===== config.mk =====
export PLATFORM = sky130hd
export DESIGN_NAME = matrix_multiply_accumulate_flat
export DESIGN_NICKNAME = d
export VERILOG_FILES = /design/src/rtl/mma_pkg.sv /design/src/rtl/mma_ifs.sv /design/src/rtl/mma_mac.sv /design/src/rtl/matrix_multiply_accumulate.sv /design/src/flat_wrapper.sv
export SDC_FILE = /design/constraint.sdc
export NUM_CORES = 2
export LEC_CHECK = 0
export ABC_AREA = 1
export BUFFER_PORTS_ARGS = -buffer_cell sky130_fd_sc_hd__buf_2
export CAP_MARGIN = 20
export CELL_PAD_IN_SITES_DETAIL_PLACEMENT = 1
export CELL_PAD_IN_SITES_GLOBAL_PLACEMENT = 1
export CORE_MARGIN = 4
export CORE_UTILIZATION = 31
export CTS_BUF_LIST = sky130_fd_sc_hd__clkbuf_8
export DETAILED_ROUTE_END_ITERATION = 8
export PLACE_DENSITY = 0.6
export SETUP_SLACK_MARGIN = 0.05
export SLEW_MARGIN = 10
export SYNTH_ARGS = -nofsm -noshare
export SYNTH_HDL_FRONTEND = slang
export SYNTH_SLANG_ARGS = --single-unit

===== constraint.sdc =====
create_clock -name clk -period 7.65 [get_ports clk]
set_input_delay 1.1475 -clock clk [delete_from_list [all_inputs] [get_ports clk]]
set_output_delay 1.1475 -clock clk [all_outputs]
set_load 0.01 [all_outputs]

===== src/rtl/mma_pkg.sv =====
`timescale 1ns / 1ps
// Shared constants, types and helpers for the matrix multiply-accumulate block.
// Used by the channel interfaces, the multiply-accumulate unit and the top level.
package mma_pkg;

	localparam int MAX_DIM    = 8;
	localparam int ELEM_WIDTH = 16;

	localparam int CFG_W   = 4;
	localparam int FIELD_W = 3;
	localparam int MODE_W  = 2;
	localparam int SUM_W   = 40;
	localparam int PROD_W  = 2 * ELEM_WIDTH;
	localparam int CNT_W   = $clog2(MAX_DIM);
	localparam int DCNT_W  = $clog2(MAX_DIM) + 1;
	localparam int ADDR_W  = $clog2(MAX_DIM * MAX_DIM);
	localparam int DEPTH   = MAX_DIM * MAX_DIM;
	localparam int CFG_IDX_W = 2;

	localparam logic [MODE_W-1:0] MODE_LOAD_A  = 2'd0;
	localparam logic [MODE_W-1:0] MODE_LOAD_B  = 2'd1;
	localparam logic [MODE_W-1:0] MODE_COMPUTE = 2'd2;

	localparam logic [CFG_IDX_W-1:0] CFG_ROWS_OF_A       = 2'd0;
	localparam logic [CFG_IDX_W-1:0] CFG_INNER_DIMENSION = 2'd1;
	localparam logic [CFG_IDX_W-1:0] CFG_COLUMNS_OF_B    = 2'd2;

	localparam logic [CFG_W-1:0] CFG_RESET_DIM = 4'd8;

	typedef struct packed {
		logic valid;
		logic first;
		logic last;
	} term_t;

	function automatic logic [DCNT_W-1:0] clamp_dim(input logic [CFG_W-1:0] d);
		logic [DCNT_W-1:0] r;
		if (d == '0) begin
			r = DCNT_W'(1);
		end else if (int'(d) > MAX_DIM) begin
			r = DCNT_W'(MAX_DIM);
		end else begin
			r = DCNT_W'(d);
		end
		return r;
	endfunction

endpackage


===== src/rtl/mma_ifs.sv =====
`timescale 1ns / 1ps
// Valid/ready channel interfaces for request items and result items.
// Depends on mma_pkg for the field widths.
interface mma_item_if;
	logic                                       valid;
	logic                                       ready;
	logic [mma_pkg::MODE_W-1:0]                 mode;
	logic [mma_pkg::FIELD_W-1:0]                elem_row;
	logic [mma_pkg::FIELD_W-1:0]                elem_col;
	logic signed [mma_pkg::ELEM_WIDTH-1:0]      elem_value;

	modport source(output valid, mode, elem_row, elem_col, elem_value, input ready);
	modport sink(input valid, mode, elem_row, elem_col, elem_value, output ready);
endinterface

interface mma_result_if;
	logic                                       valid;
	logic                                       ready;
	logic [mma_pkg::FIELD_W-1:0]                out_row;
	logic [mma_pkg::FIELD_W-1:0]                out_col;
	logic signed [mma_pkg::SUM_W-1:0]           out_value;
	logic                                       last;

	modport source(output valid, out_row, out_col, out_value, last, input ready);
	modport sink(input valid, out_row, out_col, out_value, last, output ready);
endinterface


===== src/rtl/mma_mac.sv =====
`timescale 1ns / 1ps
// Shared multiply-accumulate unit: a registered multiplier followed by a 40-bit accumulator.
// Depends on mma_pkg for widths and the term control struct.
module mma_mac (
	input  logic                                  clk,
	input  logic                                  arst_n,
	input  logic signed [mma_pkg::ELEM_WIDTH-1:0] a,
	input  logic signed [mma_pkg::ELEM_WIDTH-1:0] b,
	input  mma_pkg::term_t                        term,
	output logic signed [mma_pkg::SUM_W-1:0]      acc,
	output logic                                  done
);

	logic signed [mma_pkg::PROD_W-1:0] prod_s2;
	mma_pkg::term_t                    term_s2;
	logic signed [mma_pkg::SUM_W-1:0]  acc_q;
	logic                              done_q;

	always_ff @(posedge clk) begin
		prod_s2 <= a * b;
	end

	always_ff @(posedge clk or negedge arst_n) begin
		if (!arst_n) begin
			term_s2 <= '0;
			done_q  <= 1'b0;
		end else begin
			term_s2 <= term;
			done_q  <= term_s2.valid && term_s2.last;
		end
	end

	always_ff @(posedge clk) begin
		if (term_s2.valid) begin
			acc_q <= (term_s2.first ? '0 : acc_q) + mma_pkg::SUM_W'(prod_s2);
		end
	end

	assign acc  = acc_q;
	assign done = done_q;

endmodule


===== src/rtl/matrix_multiply_accumulate.sv =====
`timescale 1ns / 1ps
// Top level of the matrix multiply-accumulate block: element stores, sequencer and result register.
// Depends on mma_pkg, the channel interfaces in mma_ifs.sv and the mma_mac unit.
//
//   channel  direction  carries
//   item     in         mode, elem_row, elem_col, elem_value
//   result   out        out_row, out_col, out_value, last
//   cfg      in         cfg_we, cfg_index, cfg_data (write only)
//
// A load request is taken without leaving the idle state. In a compute request each
// product element issues n store reads, one per cycle, through the single multiplier and
// accumulator, then waits for the pipeline to drain before it is emitted.
// Reset clears the sequencer, the dimension registers (to 8) and the result valid flag;
// the element stores hold undefined values until written.
// A stalled result holds the sequencer at the emit step; the item channel is ready only when idle.
module matrix_multiply_accumulate (
	input  logic                              clk,
	input  logic                              arst_n,
	input  logic                              cfg_we,
	input  logic [mma_pkg::CFG_IDX_W-1:0]     cfg_index,
	input  logic [mma_pkg::CFG_W-1:0]         cfg_data,
	mma_item_if.sink                          item,
	mma_result_if.source                      result
);

	localparam logic [1:0] ST_IDLE  = 2'd0;
	localparam logic [1:0] ST_READ  = 2'd1;
	localparam logic [1:0] ST_DRAIN = 2'd2;
	localparam logic [1:0] ST_EMIT  = 2'd3;

	logic [1:0]                          state_q;
	logic [mma_pkg::CFG_W-1:0]           rows_q;
	logic [mma_pkg::CFG_W-1:0]           inner_q;
	logic [mma_pkg::CFG_W-1:0]           cols_q;
	logic [mma_pkg::DCNT_W-1:0]          m_dim;
	logic [mma_pkg::DCNT_W-1:0]          n_dim;
	logic [mma_pkg::DCNT_W-1:0]          l_dim;
	logic [mma_pkg::CNT_W-1:0]           i_q;
	logic [mma_pkg::CNT_W-1:0]           j_q;
	logic [mma_pkg::CNT_W-1:0]           k_q;
	logic                                i_last;
	logic                                j_last;
	logic                                k_last;
	logic                                item_acc;
	logic                                issue;
	logic                                out_free;
	logic                                emit_load;
	logic                                a_we;
	logic                                b_we;
	logic [mma_pkg::ADDR_W-1:0]          wr_addr;
	logic [mma_pkg::ADDR_W-1:0]          a_rd_addr;
	logic [mma_pkg::ADDR_W-1:0]          b_rd_addr;
	logic signed [mma_pkg::ELEM_WIDTH-1:0] store_a [mma_pkg::DEPTH];
	logic signed [mma_pkg::ELEM_WIDTH-1:0] store_b [mma_pkg::DEPTH];
	logic signed [mma_pkg::ELEM_WIDTH-1:0] rd_a_s1;
	logic signed [mma_pkg::ELEM_WIDTH-1:0] rd_b_s1;
	mma_pkg::term_t                      term_s1;
	logic signed [mma_pkg::SUM_W-1:0]    mac_acc;
	logic                                mac_done;
	logic                                res_valid_q;
	logic [mma_pkg::FIELD_W-1:0]         res_row_q;
	logic [mma_pkg::FIELD_W-1:0]         res_col_q;
	logic signed [mma_pkg::SUM_W-1:0]    res_value_q;
	logic                                res_last_q;

	always_ff @(posedge clk or negedge arst_n) begin
		if (!arst_n) begin
			rows_q  <= mma_pkg::CFG_RESET_DIM;
			inner_q <= mma_pkg::CFG_RESET_DIM;
			cols_q  <= mma_pkg::CFG_RESET_DIM;
		end else if (cfg_we) begin
			case (cfg_index)
				mma_pkg::CFG_ROWS_OF_A:       rows_q  <= cfg_data;
				mma_pkg::CFG_INNER_DIMENSION: inner_q <= cfg_data;
				mma_pkg::CFG_COLUMNS_OF_B:    cols_q  <= cfg_data;
				default: ;
			endcase
		end
	end

	assign m_dim = mma_pkg::clamp_dim(rows_q);
	assign n_dim = mma_pkg::clamp_dim(inner_q);
	assign l_dim = mma_pkg::clamp_dim(cols_q);

	assign i_last = (mma_pkg::DCNT_W'(i_q) + mma_pkg::DCNT_W'(1)) == m_dim;
	assign j_last = (mma_pkg::DCNT_W'(j_q) + mma_pkg::DCNT_W'(1)) == l_dim;
	assign k_last = (mma_pkg::DCNT_W'(k_q) + mma_pkg::DCNT_W'(1)) == n_dim;

	assign item.ready = (state_q == ST_IDLE);
	assign item_acc   = item.valid && item.ready;
	assign issue      = (state_q == ST_READ);
	assign out_free   = !res_valid_q || result.ready;
	assign emit_load  = (state_q == ST_EMIT) && out_free;

	// Loads outside the configured shape of the target matrix are dropped.
	assign a_we = item_acc && (item.mode == mma_pkg::MODE_LOAD_A)
		&& (int'(item.elem_row) < int'(m_dim)) && (int'(item.elem_col) < int'(n_dim));
	assign b_we = item_acc && (item.mode == mma_pkg::MODE_LOAD_B)
		&& (int'(item.elem_row) < int'(n_dim)) && (int'(item.elem_col) < int'(l_dim));

	assign wr_addr   = mma_pkg::ADDR_W'(int'(item.elem_row) * mma_pkg::MAX_DIM
		+ int'(item.elem_col));
	assign a_rd_addr = mma_pkg::ADDR_W'(int'(i_q) * mma_pkg::MAX_DIM + int'(k_q));
	assign b_rd_addr = mma_pkg::ADDR_W'(int'(k_q) * mma_pkg::MAX_DIM + int'(j_q));

	always_ff @(posedge clk) begin
		if (a_we) begin
			store_a[wr_addr] <= item.elem_value;
		end
		if (b_we) begin
			store_b[wr_addr] <= item.elem_value;
		end
	end

	always_ff @(posedge clk) begin
		rd_a_s1 <= store_a[a_rd_addr];
		rd_b_s1 <= store_b[b_rd_addr];
	end

	always_ff @(posedge clk or negedge arst_n) begin
		if (!arst_n) begin
			term_s1 <= '0;
		end else begin
			term_s1.valid <= issue;
			term_s1.first <= (k_q == '0);
			term_s1.last  <= k_last;
		end
	end

	mma_mac u_mac (
		.clk    (clk),
		.arst_n (arst_n),
		.a      (rd_a_s1),
		.b      (rd_b_s1),
		.term   (term_s1),
		.acc    (mac_acc),
		.done   (mac_done)
	);

	always_ff @(posedge clk or negedge arst_n) begin
		if (!arst_n) begin
			state_q <= ST_IDLE;
			i_q     <= '0;
			j_q     <= '0;
			k_q     <= '0;
		end else begin
			case (state_q)
				ST_IDLE: begin
					if (item_acc && item.mode == mma_pkg::MODE_COMPUTE) begin
						i_q     <= '0;
						j_q     <= '0;
						k_q     <= '0;
						state_q <= ST_READ;
					end
				end
				ST_READ: begin
					if (k_last) begin
						k_q     <= '0;
						state_q <= ST_DRAIN;
					end else begin
						k_q <= k_q + mma_pkg::CNT_W'(1);
					end
				end
				ST_DRAIN: begin
					if (mac_done) begin
						state_q <= ST_EMIT;
					end
				end
				ST_EMIT: begin
					if (out_free) begin
						if (j_last) begin
							j_q <= '0;
							if (i_last) begin
								state_q <= ST_IDLE;
							end else begin
								i_q     <= i_q + mma_pkg::CNT_W'(1);
								state_q <= ST_READ;
							end
						end else begin
							j_q     <= j_q + mma_pkg::CNT_W'(1);
							state_q <= ST_READ;
						end
					end
				end
				default: state_q <= ST_IDLE;
			endcase
		end
	end

	always_ff @(posedge clk or negedge arst_n) begin
		if (!arst_n) begin
			res_valid_q <= 1'b0;
		end else if (emit_load) begin
			res_valid_q <= 1'b1;
		end else if (result.ready) begin
			res_valid_q <= 1'b0;
		end
	end

	always_ff @(posedge clk) begin
		if (emit_load) begin
			res_row_q   <= mma_pkg::FIELD_W'(i_q);
			res_col_q   <= mma_pkg::FIELD_W'(j_q);
			res_value_q <= mac_acc;
			res_last_q  <= i_last && j_last;
		end
	end

	assign result.valid     = res_valid_q;
	assign result.out_row   = res_row_q;
	assign result.out_col   = res_col_q;
	assign result.out_value = res_value_q;
	assign result.last      = res_last_q;

	// The accumulator finishes an element only while the sequencer waits for it.
	a_done_in_drain: assert property (@(posedge clk) disable iff (!arst_n)
		mac_done |-> state_q == ST_DRAIN)
		else $error("accumulator finished an element outside the drain step");

	// No product term may still be in flight when an element is emitted.
	a_emit_quiet: assert property (@(posedge clk) disable iff (!arst_n)
		state_q == ST_EMIT |-> !term_s1.valid && !mac_done)
		else $error("product term in flight while emitting");

	// A new element only starts reading once the previous one has been handed over.
	a_read_after_emit: assert property (@(posedge clk) disable iff (!arst_n)
		emit_load && !(i_last && j_last) |=> state_q == ST_READ && k_q == '0)
		else $error("sequencer did not restart the inner loop after emitting");

endmodule


===== src/flat_wrapper.sv =====
// flat-port wrapper written by rule: the top's interface ports become plain ports
module matrix_multiply_accumulate_flat 
  (clk, arst_n, cfg_we, cfg_index, cfg_data, item_valid, item_mode, item_elem_row, item_elem_col, item_elem_value, item_ready, result_valid, result_out_row, result_out_col, result_out_value, result_last, result_ready);
  mma_item_if item_i ();
  mma_result_if result_i ();
  input  logic clk;
  input  logic arst_n;
  input  logic cfg_we;
  input  logic [mma_pkg::CFG_IDX_W-1:0] cfg_index;
  input  logic [mma_pkg::CFG_W-1:0] cfg_data;
  input wire logic [$bits(item_i.valid)-1:0] item_valid;
  input wire logic [$bits(item_i.mode)-1:0] item_mode;
  input wire logic [$bits(item_i.elem_row)-1:0] item_elem_row;
  input wire logic [$bits(item_i.elem_col)-1:0] item_elem_col;
  input wire logic [$bits(item_i.elem_value)-1:0] item_elem_value;
  output wire logic [$bits(item_i.ready)-1:0] item_ready;
  output wire logic [$bits(result_i.valid)-1:0] result_valid;
  output wire logic [$bits(result_i.out_row)-1:0] result_out_row;
  output wire logic [$bits(result_i.out_col)-1:0] result_out_col;
  output wire logic [$bits(result_i.out_value)-1:0] result_out_value;
  output wire logic [$bits(result_i.last)-1:0] result_last;
  input wire logic [$bits(result_i.ready)-1:0] result_ready;
  assign item_i.valid = item_valid;
  assign item_i.mode = item_mode;
  assign item_i.elem_row = item_elem_row;
  assign item_i.elem_col = item_elem_col;
  assign item_i.elem_value = item_elem_value;
  assign item_ready = item_i.ready;
  assign result_valid = result_i.valid;
  assign result_out_row = result_i.out_row;
  assign result_out_col = result_i.out_col;
  assign result_out_value = result_i.out_value;
  assign result_last = result_i.last;
  assign result_i.ready = result_ready;
  matrix_multiply_accumulate u_core (.clk(clk), .arst_n(arst_n), .cfg_we(cfg_we), .cfg_index(cfg_index), .cfg_data(cfg_data), .item(item_i), .result(result_i));
endmodule

==> summary.txt <==
Worst reg-to-reg path cell count: 20
Placement row count: 210
Mean post-synth cell area: 11.1 um^2
Setup CP Type: reg -> reg
Crit path launch: u_core.rd_a_s1[7]$_DFF_P_
Synthesized net count: 9641
Clock tree buffer depth: 4
Synth cell count leaders: nand2_1, edfxtp_1, nand3_1
Net Sw Frac: 22.4%
RSZ-0062 raised after global routing: false
Die H: 581 um
Fraction of final layout cells sized beyond drive strength 1: 9.61%
# IOs: 84
Detailed placement HPWL: 204000 um
Fmax achieved: 164 MHz
Clock Sinks: 2230
Reg2reg start: u_core.rd_a_s1[7]$_DFF_P_
Vias per cell: 5.01
GRT overflow: 0
Worst setup EP type: flop
Synth Area in Compound Gates: 5.24%
Fin. max-slew vios: 0
VDD IR max: 0.121 mV
Via count: 70300
Setup TNS: 0 ps
Antenna-violating nets left: 0
Die area: 338000 um^2
Synth Area in Simple Gates: 17.5%
Sequential Power Share: 55.7%
Mapped Area: 102000 um^2
Clock-pin slew on the worst setup and hold paths: 70 ps
WP buf/inv: 6
CP cell instances: nand2_1 > fa_1 > inv_1 > fa_1 > inv_1 > fa_1 > inv_1 > fa_1 > fa_1 > inv_1 > fa_1 > inv_1 > ha_1 > nand2_1 > inv_1 > nand3_1 > nor2_1 > nand4_1 > nand3b_1 > xor2_1
R2r endpoint: u_core.u_mac.prod_s2[20]$_DFF_P_
#FFs+latches synth: 2230
NetSw: 0.00537 W
Top cell type's share of synthesized area: 62.9%
Worst-path maximum fanout: 16
Int Pwr: 0.0187 W
Die width: 581 um
Global-route wire length before repair: 491000 um
DR iter-0 viols: 5789
Initial DRT Pass Iterations: 6
Type of the tightest min-delay check: in -> async
PwrDens: 209 nW/um^2
Final WS setup: 1570 ps
Cts bufs inserted: 380
Layout fillers: 36100
Slew headroom: 23.2%
Crit path to: u_core.u_mac.prod_s2[20]$_DFF_P_
Antenna violations before repair: 10
MaxCap Viol Count: 0
Total Routed Length: 331000 um
Period minus WS final: 6080 ps
P_leak: 43.9 nW
Comb pwr share: 1.9%
Worst setup SP type: flop
Synth cell types: 44
Crit-path max cell delay: 840 ps
CTS tree: done
Worst skew pair latency: 1040 ps
Clk_skew: 87.2 ps
Layout overhead on the synthesized area: 12.8%
Clock power share: 42.4%
Largest family of logic cells by synthesized area: simple AND/OR/NAND/NOR gates
Asr flop ratio synth: 1.39%
Avg WL per Cell: 23.6 um
Post-Synth Adder-Cell Area: 6.85%
Final hold vios: 0
Placer congestion estimate: 0.882
Most area-hungry cell type in the Yosys netlist: edfxtp_1
Most numerous cell in the Yosys netlist: nand2_1
Worst Tran Pin Value: 1150 ps
DP Worst Slack: 1470 ps
Post-Synth XOR/XNOR Area: 0.412%
Number of cells on the critical path: 20
Reg2Reg Setup Slack: 1570 ps
CTS root buffer: clkbuf_8
Tot GR Track Use: 19.1%
IO buf count: 83
Synth warn: 0
Cts hold-fix bufs: 0
CP max stage cell: dfxtp_1
Starting density of the core: 31.1%
Core Region: 327000 um^2
Final critical-path share of the clock period: 79.5%
Run status: completed
Nets@finish: 9811
Largest net degree at the start of global routing: 145
Vias in the first global route: 73800
Post-CTS setup buffer count: 0
Required @ worst endpoint: 8600 ps
Cell count after synthesis: 9206
Number of synthesized flops with an enable pin: 2135
Htree depth: 5
Final setup vio count: 0
Main area contributors after synthesis: edfxtp_1, nand2_1, fa_1
Critical path's top delay family: adder cells
Resize count post-CTS: 0
Predominant post-synthesis flop cell: edfxtp_1
Sequential fraction of the synthesis area: 64.9%
Post-synthesis mux area share: 0.0786%
Worst endpoint data arrival time: 7030 ps
Post-route DRC: 0
==> worst min path at each step <==
stage,cells past startpoint,end,slack [ps]
2_1_floorplan,0,u_core.u_mac.term_s2[0]$_DFF_PN0_,330
3_3_place_gp,0,u_core.u_mac.term_s2[2]$_DFF_PN0_,330
3_5_place_dp,0,u_core.u_mac.term_s2[0]$_DFF_PN0_,350
4_1_cts,1,u_core.inner_q[0]$_DFFE_PN0P_,90
5_1_grt,1,u_core.result.valid$_DFFE_PN0P_,150
6_report,1,u_core.result.valid$_DFFE_PN0P_,160
==> through the flow <==
stage / util [%] / instances / cell area [um^2] / power (W) / hold WS [ps]
2_1_floorplan: - / 9206 / 102000 / 0.0138 / 331
3_3_place_gp: 33.0 / 13300 / 108000 / 0.0141 / 334
3_5_place_dp: 33.0 / 13300 / 108000 / 0.0141 / 346
4_1_cts: 35.1 / 14000 / 115000 / 0.0243 / 85.8
5_1_grt: 35.1 / 14000 / 115000 / 0.0250 / 151
6_report: 35.1 / 14000 / 115000 / 0.0240 / 156
==> power groups by stage <==
stage	Sequential [W]	Combinational, W	Clock [W]
after detailed placement	0.0136	0.000453	0
final	0.0134	0.000452	0.0102
after global routing	0.0134	0.000492	0.0111
after global placement	0.0136	0.000430	0
after CTS	0.0134	0.000454	0.0105
after floorplan	0.0136	0.000122	0
==> cells in the final DEF (no fill, tap or decap), drive strengths merged, types with 14 or more instances in the layout <==
| master | netlist | final |
|---|---|---|
| dfxtp | 64 | 64 |
| a21boi | 26 | 26 |
| nand4 | 23 | 23 |
| o21ai | 409 | 409 |
| clkinv | 1 | 122 |
| a21oi | 386 | 386 |
| o22ai | 126 | 126 |
| fa | 263 | 263 |
| nor2 | 487 | 487 |
| edfxtp | 2135 | 2135 |
| dfrtp | 28 | 28 |
| xor2 | 37 | 37 |
| buf | 320 | 300 |
| inv | 704 | 846 |
| ha | 137 | 137 |
| clkbuf | 194 | 400 |
| a211oi | 14 | 14 |
| nand2 | 2562 | 2562 |
| nand3 | 1005 | 1005 |
| nor3 | 213 | 213 |
| o211ai | 15 | 15 |
==> layout make-up <==
class | count | area [um^2] | share of cell area, %
Sequential cell | 2230 | 66200 | 57.6
Multi-Input combinational cell | 5757 | 31400 | 27.3
Inverter | 705 | 2680 | 2.33
Tap cell | 4346 | 5440 | 4.73
Timing Repair Buffer | 302 | 2290 | 1.99
Antenna cell | 7 | 17.5 | 0.0152
Clock buffer | 398 | 5480 | 4.76
Clock inverter | 279 | 1560 | 1.36
==> state kept, by name, indices dropped and copies added, names as in the netlist, 4 cells and up <==
| name | flops |
|---|---|
| u_core.inner_q | 4 |
| u_core.result.out_value | 40 |
| u_core.rd_a_s1 | 16 |
| u_core.rd_b_s1 | 16 |
| u_core.store_a | 1024 |
| u_core.u_mac.acc | 40 |
| u_core.cols_q | 4 |
| u_core.rows_q | 4 |
| u_core.u_mac.prod_s2 | 32 |
| u_core.store_b | 1024 |
==> metal layers <==
layer / global-route usage [%] / share of wire, % / wire, um
met2: 32.4 / 49 / 161000
met1: 25.4 / 43 / 144000
met4: 5.68 / 2.9 / 9690
met3: 2.79 / 5.0 / 16700
met5: 0 / 0.0039 / 13
==> logic make-up after synthesis <==
group,after synthesis
buf+inv,1219
xor+xnor,48
mux,8
fa+ha+maj,400
compound gates,998
simple gates,4303
flops,2230
Power figures use the tool's default switching activity.
